==> src/rtl/core/wss_pkg.sv <==
// shared constants, types and state codes for the windowed sample statistics unit
// no dependencies
`default_nettype none
package wss_pkg;
  localparam int STORE_DEPTH = 128;
  localparam int ADDR_W      = $clog2(STORE_DEPTH);
  localparam int CNT_W       = $clog2(STORE_DEPTH + 1);
  localparam int IDX_W       = CNT_W + 1;
  localparam int ERR_W       = 16;
  localparam int TIME_W      = 32;
  localparam int WIN_W       = 8;
  localparam int VAR_W       = 32;
  localparam int SLOPE_W     = 32;
  localparam int FRAC_W      = 16;
  localparam int CFG_IDX_W   = 8;
  localparam int CFG_DATA_W  = 8;

  // accumulator widths, grown by the store depth
  localparam int SX_W  = TIME_W + ADDR_W + 1;
  localparam int SY_W  = ERR_W + ADDR_W + 1;
  localparam int SXY_W = TIME_W + ERR_W + ADDR_W + 1;
  localparam int SXX_W = 2 * TIME_W + ADDR_W + 1;
  localparam int SY2_W = 2 * ERR_W + ADDR_W + 1;

  // shared unit width: covers n*sxx and the shifted slope numerator
  localparam int ALU_A  = SXX_W + CNT_W;
  localparam int ALU_B  = SXY_W + CNT_W + FRAC_W + 1;
  localparam int ALU_W  = (ALU_A > ALU_B) ? ALU_A : ALU_B;
  localparam int MUL_STEPS = SX_W;
  localparam int STEP_W = $clog2(ALU_W + 1);

  // register indexes
  localparam logic [CFG_IDX_W-1:0] CFG_SHORT_WINDOW = CFG_IDX_W'(0);
  localparam logic [CFG_IDX_W-1:0] CFG_LONG_WINDOW  = CFG_IDX_W'(1);
  localparam logic [WIN_W-1:0] SHORT_RESET = WIN_W'(20);
  localparam logic [WIN_W-1:0] LONG_RESET  = WIN_W'(100);

  // request codes
  localparam logic REQ_ADD   = 1'b0;
  localparam logic REQ_CLEAR = 1'b1;

  typedef enum logic [3:0] {
    ST_IDLE, ST_WALK, ST_MEAN, ST_VMUL1, ST_VMUL2, ST_VDIV,
    ST_SMUL1, ST_SMUL2, ST_SMUL3, ST_SMUL4, ST_SDIV, ST_FIN
  } wss_state_t;

  typedef enum logic {ALU_MUL, ALU_DIV} wss_op_t;

  typedef struct packed {
    logic    start;
    wss_op_t op;
  } wss_alu_ctrl_t;

  // per-entry walk tag: valid, in short window, in long window
  typedef struct packed {
    logic v;
    logic s;
    logic l;
  } wss_tag_t;

  typedef struct packed {
    logic signed [SX_W-1:0]  sx;
    logic signed [SY_W-1:0]  sy;
    logic signed [SXY_W-1:0] sxy;
    logic        [SXX_W-1:0] sxx;
  } wss_sums_t;
endpackage
`default_nettype wire

==> src/rtl/core/wss_alu.sv <==
// shared shift-add multiplier and restoring divider, one bit per cycle
// depends on wss_pkg
`default_nettype none
module wss_alu (
  input  wire                             clk,
  input  wire                             rst_n,
  input  wire  wss_pkg::wss_alu_ctrl_t    ctrl,
  input  wire  [wss_pkg::ALU_W-1:0]       opa,
  input  wire  [wss_pkg::ALU_W-1:0]       opb,
  output logic [wss_pkg::ALU_W-1:0]       res,
  output logic                            done
);
  import wss_pkg::*;

  logic                busy_r, busy_nxt;
  logic                done_r, done_nxt;
  wss_op_t             op_r, op_nxt;
  logic [STEP_W-1:0]   cnt_r, cnt_nxt;
  logic [ALU_W:0]      acc_r, acc_nxt;
  logic [ALU_W-1:0]    a_r, a_nxt;
  logic [ALU_W-1:0]    b_r, b_nxt;
  logic [ALU_W:0]      r2_c;

  // control registers
  always_ff @(posedge clk) begin
    if (!rst_n) begin
      busy_r <= 1'b0;
      done_r <= 1'b0;
      cnt_r  <= '0;
    end else begin
      busy_r <= busy_nxt;
      done_r <= done_nxt;
      cnt_r  <= cnt_nxt;
    end
  end

  // datapath registers
  always_ff @(posedge clk) begin
    op_r  <= op_nxt;
    acc_r <= acc_nxt;
    a_r   <= a_nxt;
    b_r   <= b_nxt;
  end

  // one multiply or divide step per cycle
  always_comb begin
    busy_nxt = busy_r;
    done_nxt = 1'b0;
    op_nxt   = op_r;
    cnt_nxt  = cnt_r;
    acc_nxt  = acc_r;
    a_nxt    = a_r;
    b_nxt    = b_r;
    r2_c     = {acc_r[ALU_W-1:0], b_r[ALU_W-1]};
    if (ctrl.start) begin
      busy_nxt = 1'b1;
      op_nxt   = ctrl.op;
      acc_nxt  = '0;
      case (ctrl.op)
        ALU_MUL: begin
          a_nxt   = opa;
          b_nxt   = opb;
          cnt_nxt = STEP_W'(MUL_STEPS);
        end
        ALU_DIV: begin
          a_nxt   = opb;
          b_nxt   = opa;
          cnt_nxt = STEP_W'(ALU_W);
        end
        default: begin
          a_nxt   = opa;
          b_nxt   = opb;
          cnt_nxt = STEP_W'(MUL_STEPS);
        end
      endcase
    end else if (busy_r) begin
      case (op_r)
        ALU_MUL: begin
          if (b_r[0]) acc_nxt = acc_r + {1'b0, a_r};
          a_nxt = {a_r[ALU_W-2:0], 1'b0};
          b_nxt = {1'b0, b_r[ALU_W-1:1]};
        end
        ALU_DIV: begin
          if (r2_c >= {1'b0, a_r}) begin
            acc_nxt = r2_c - {1'b0, a_r};
            b_nxt   = {b_r[ALU_W-2:0], 1'b1};
          end else begin
            acc_nxt = r2_c;
            b_nxt   = {b_r[ALU_W-2:0], 1'b0};
          end
        end
        default: begin
          acc_nxt = acc_r;
        end
      endcase
      cnt_nxt = cnt_r - 1'b1;
      if (cnt_r == STEP_W'(1)) begin
        busy_nxt = 1'b0;
        done_nxt = 1'b1;
      end
    end
  end

  assign res  = (op_r == ALU_DIV) ? b_r : acc_r[ALU_W-1:0];
  assign done = done_r;
endmodule
`default_nettype wire

==> config.mk <==
export PLATFORM = sky130hd
export DESIGN_NAME = wss_alu
export DESIGN_NICKNAME = d
export VERILOG_FILES = /design/src/rtl/core/wss_pkg.sv /design/src/rtl/core/wss_alu.sv
export SDC_FILE = /design/constraint.sdc
export NUM_CORES = 1
export LEC_CHECK = 0
export BUFFER_PORTS_ARGS = -buffer_cell sky130_fd_sc_hd__buf_2
export CORE_ASPECT_RATIO = 0.7
export CORE_MARGIN = 10
export CORE_UTILIZATION = 41
export CTS_CLUSTER_SIZE = 24
export DETAILED_ROUTE_END_ITERATION = 10
export GPL_TIMING_DRIVEN = 0
export RECOVER_POWER = 50
export SETUP_SLACK_MARGIN = 0.02
export SLEW_MARGIN = 20
export SYNTH_ARGS = -nofsm -noshare
export SYNTH_HDL_FRONTEND = slang
export SYNTH_SLANG_ARGS = --single-unit
==> constraint.sdc <==
create_clock -name clk -period 10.6 [get_ports clk]
set_input_delay 1.59 -clock clk [delete_from_list [all_inputs] [get_ports clk]]
set_output_delay 1.59 -clock clk [all_outputs]
set_load 0.02 [all_outputs]
Word level (Yosys, flattened, before mapping)
Cells that the tools add are included.

word-level totals
  flip-flop bits (word level) = 254
  output and inout port bits = 82

cells by class
  add/subtract/negate cells = 3
  magnitude comparators = 1
  eq/ne operators = 3
  multiplexer cells = 20
  bitwise operators = 4
  reductions and logical operators = 4

operators with widths
  kind                                                 count
  2-to-1 mux 81 bit                                    6
  one-hot mux 81 bit (2 select lines)                  3
  2-to-1 mux 82 bit                                    2
  one-hot mux 82 bit (2 select lines)                  1
  adder 82 x 81 -> 82 bit                              1
  greater-or-equal comparator 82 x 81 -> 1 bit         1
  subtractor 82 x 81 -> 82 bit                         1
  2-to-1 mux 7 bit                                     2
  one-hot mux 7 bit (2 select lines)                   1
  equality test 7 x 1 -> 1 bit, second input constant  1
  subtractor 7 x 1 -> 7 bit, second input constant     1
  2-to-1 mux 1 bit                                     5
  != test 2 bit, second input constant                 2
  inverter 1 bit                                       4
  AND reduction 2 bit                                  2
  OR reduction 3 bit                                   1
  nonzero test 2 bit                                   1

Logic depth before layout (Yosys ltp)
  depth after elaboration = 5
  depth in mapped cells = 18
  depth with buffers taken out = 16

Worst setup path after synthesis
Ideal clock, no wire load.

  kind = reg2reg
  start = reg op_r
  end = reg a_r[0], enable pin
  library setup time = 632 ps
  arrival time = 6,933 ps
  slack = 3,034 ps
  stages on the path, launching flop included = 6
  buffers on the path = 4
  cells stage by stage = edfxtp_1 > clkbuf_1 > clkbuf_1 > clkbuf_1 > clkbuf_1 > o21ai_0

on the way
  longest elaborated chain between the ends = 2

ends and longest elaborated chain
  item                                  line           RTL
  start, declared                       wss_alu.sv:17  wss_op_t op_r, op_nxt;
  start signal, assigned                wss_alu.sv:39  op_r <= op_nxt;
  != test 2 bit (no source line)        -
  AND reduction 2 bit (no source line)  -
  end signal, assigned                  wss_alu.sv:41  a_r <= a_nxt;
  end, declared                         wss_alu.sv:20  logic [ALU_W-1:0] a_r, a_nxt;

No other way between the ends.
A chain may end at the register's enable or synchronous reset.

Worst setup path after layout
  start = reg op_r
  end = out res[78] (netlist bit)

on the way
  longest elaborated chain between the ends = 1

ends and longest elaborated chain
  item               line            RTL
  2-to-1 mux 81 bit  wss_alu.sv:104  assign res = (op_r == ALU_DIV) ? b_r : acc_r[ALU_W-1:0];
  end, declared      wss_alu.sv:10   output logic [wss_pkg::ALU_W-1:0] res,

No other way between the ends.

==> key figures <==
Layout
  • Utilization after layout: 0.474
  • Footprint of the multi-input gates: 16500 µm²
  • Nets: 3705
  • Register area: 6700 µm²
  • Fill count: 6044
  • Share of layout cells above drive strength 1: 0.107
  • Non-Filler Instances: 4200
  • Post-layout instance area: 27900 µm²
  • Area delta synth->final: 13.7%

Power
  • Comb pwr share: 0.440
  • Clock Power Share: 0.256
  • Sw power: 1.84 mW
  • Cell Pwr Density: 153 nW/µm²
  • VDD IR max: 0.129 mV
  • Pleak: 12.3 nW
  • Seq pwr share: 0.304
  • Switching share of power: 0.432
  • Int Pwr: 2.43 mW
  • Tot Pwr: 4.27 mW

Hold path
  • Hold Path Class: register to register

Critical path
  • CP Launch Type: register
  • Crit path DAT: 4.80 ns
  • FF-to-FF End: acc_r[66]
  • FF-to-FF path depth: 14
  • Critical-path maximum fanout: 12
  • Worst setup endpoint: res[78]
  • Critical R2R Launch: a_r[0]
  • WP data required: 9.01 ns
  • CP Cell Sequence: clkbuf_1 > clkbuf_1 > clkbuf_2 > clkbuf_1 > o21ai_0 > buf_2
  • Most used cell, CP: clkbuf_1
  • Critical Path Source: op_r
  • WP depth: 6
  • Max incr delay on CP: 1.22 ns
  • Critical path class: register to primary output
  • Critical path capture point type: primary output
  • FF-to-FF setup slack: 5.43 ns
  • Crit-path leading delay family: buffers and inverters
  • Max stage delay cell, worst path: clkbuf_1
  • CP bufs+invs: 5

Drt
  • Routed Antenna Nets: 0
  • M1 WL: 50800 µm
  • WL met3: 12900 µm
  • Remaining DRCs: 0
  • Drt first pass iters: 6
  • Metal2 WL: 40600 µm
  • Vias: 25696
  • Final wirelength: 107000 µm
  • Initial DRC Count: 2816
  • Vias per inst: 6.12
  • Routed len/inst: 25.5 µm
  • Top layer in use: met4

STA
  • RSZ-0062 raised after global routing: no
  • Min Tclk post-route: 6.39 ns
  • Total negative slack: 0 ns
  • Worst-margin pin slew: 2.96 ns
  • Setup Skew: 0.0224 ns
  • Fmax: 157 MHz
  • Final Hold Viols: 0
  • Fin crit share: 0.602
  • Slew Limit Headroom: -0.973
  • Final Setup Violations: 0
  • Max Slew Vio Count: 106

Die
  • Initial Util: 0.417
  • Die W: 312 µm
  • Area of the core: 58800 µm²
  • Rows: 74
  • Die height: 225 µm
  • I/O Pins: 248
  • Die area: 70100 µm²

Run
  • Max-cap violation count: 4

Place
  • Hpwl dp: 84400 µm
  • DP Cell Count: 4140
  • # port buffers: 247
  • Final RePlAce weighted congestion: 1.01
  • Dpl cell area: 26900 µm²

Yosys
  • Synth Area per Inst: 7.93 µm²
  • Synth Instances: 3090
  • Fraction of registers with async set/reset: 0
  • Synthesized area: 24500 µm²
  • Synth warn: 0
  • Number of synthesized flops with an enable pin: 163
  • Main synth FF type: edfxtp_1
  • Syn_nets: 3421
  • Sequential share of the synthesized area: 0.273
  • Synth unique cells: 90
  • Post-synthesis register bit count: 253

GRT
  • Congestion Overflow GR: 0
  • Initial antenna violation count: 2
  • First-pass GRT wire length: 157000 µm
  • Pin count of the biggest net entering global routing: 45
  • Gr usage total: 0.290
  • Vias in the first global route: 24422

Clocking
  • Worst-case clock buffer depth: 3
  • CTS tree: yes
  • PostCTS Resize Cnt: 0
  • Hold_buf cts: 0
  • Worst skew pair latency: 0.61 ns
  • Setup Fix Bufs, Post-CTS: 0
  • Num CTS Buffers: 30
  • H-tree levels: 1
  • CTS clk-pin slew, worst paths: 0.06 ns
  • Sink Count: 253
  • Root Driver: clkbuf_16

Status
  • Failing checks: capacitance limit, slew limit
  • Status: finished with violations
[cells in the mapped netlist, types with 9 or more instances]
cell type,count,area [µm²]
a211oi_1,113,848
o31ai_1,13,97.6
xor2_1,61,534
a221oi_1,13,114
nand3_1,23,115
nor2_1,258,968
inv_1,131,492
buf_1,19,71.3
o21a_1,21,158
nand4_1,64,400
a21oi_1,447,2240
or3_1,11,68.8
xnor2_1,90,788
clkbuf_1,158,593
mux2i_1,173,1730
nor2b_1,14,87.6
o21bai_1,47,353
nand2_1,259,972
buf_2,24,120
a21o_1,158,1190
o21ai_1,39,195
and2_1,87,544
o211ai_1,60,450
edfxtp_1,163,4890
and3_1,14,87.6
a31oi_1,20,125
nor4_1,15,93.8
o21ai_0,168,841
ha_1,163,2040
o221ai_1,9,78.8
nor3_1,41,205
dfxtp_1,90,1800
nand2b_1,13,81.3
[sequential cells by signal, indices dropped and copies added (netlist names)]
| register | count |
|---|---|
| a_r | 81 |
| acc_r | 81 |
| b_r | 81 |
| busy_r | 1 |
| cnt_r | 7 |
| done | 1 |
| op_r | 1 |
[routing by layer]
metal  global-route usage  vias to the layer above
met1                0.433                    12201
met4               0.0695                        0
met3               0.0913                      127
li1                     -                    12040
met2                0.393                     1328
met5                    0                        -
[cell usage in the layout (no fill, tap or decap), drive strengths merged, types with 16 or more instances in the layout]
| master | instances |
|---|---|
| a211oi | 116 |
| a21o | 158 |
| a21oi | 449 |
| a31oi | 24 |
| and2 | 87 |
| buf | 284 |
| clkbuf | 212 |
| dfxtp | 90 |
| edfxtp | 163 |
| ha | 163 |
| inv | 131 |
| mux2i | 173 |
| nand2 | 260 |
| nand3 | 23 |
| nand4 | 64 |
| nor2 | 259 |
| nor3 | 42 |
| nor4 | 16 |
| o211ai | 61 |
| o21a | 21 |
| o21ai | 211 |
| o21bai | 47 |
| o31ai | 16 |
| xnor2 | 90 |
| xor2 | 61 |
[power groups by stage]
stage	logic (mW)	registers (mW)	clock network, mW
finish	1.88	1.30	1.09
global route	2.03	1.31	1.13
CTS	1.83	1.29	1.10
detailed placement	1.81	1.31	0
global placement	1.81	1.32	0
floorplan	1.24	1.26	0
[cells by family (layout without fill, tap and decap cells)]
kind of cell	after synthesis	count (layout)	synth area share
compound gates	1187	1187	0.306
flops	253	253	0.273
other cells	0	4	0
xor+xnor	151	151	0.0540
mux	179	179	0.0734
buf+inv	335	643	0.0527
simple gates	820	820	0.156
fa+ha+maj	165	165	0.0848
[worst min-delay path by stage]
stage	startpoint	slack [ns]	depth (start not counted)	to
6_report	cnt_r[1]	0.52	2	cnt_r[1]
5_1_grt	cnt_r[1]	0.55	2	cnt_r[1]
4_1_cts	cnt_r[1]	0.52	2	cnt_r[1]
3_5_place_dp	cnt_r[1]	0.51	2	cnt_r[1]
3_3_place_gp	cnt_r[1]	0.51	2	cnt_r[1]
2_1_floorplan	acc_r[54]	0.47	2	acc_r[54]
[final cells by class]
cell class,count,share of cell area
tap,798,0.0358
buffer,202,0.0287
inverter,133,0.0179
multi-input combinational,2502,0.593
clock inverter,14,0.00534
antenna,4,0.000359
sequential,253,0.240
clock buffer,42,0.0300
timing repair buffer,252,0.0480
[per-stage QoR]
step | worst slack (ns) | hold WS [ns]
3_3_place_gp | -2.37 | 0.506
5_1_grt | 4.02 | 0.546
3_5_place_dp | 5.25 | 0.508
4_1_cts | 4.60 | 0.516
6_report | 4.21 | 0.519
2_1_floorplan | 3.03 | 0.472
[worst min-delay path: cells and delay by family, from the launching register on]
kind | cells | cell delay, ns
AND/OR/NAND/NOR | 1 | 0.10
flip-flops | 1 | 0.33
AO/OA/AOI/OAI | 1 | 0.04
Power figures use the tool's default switching activity.
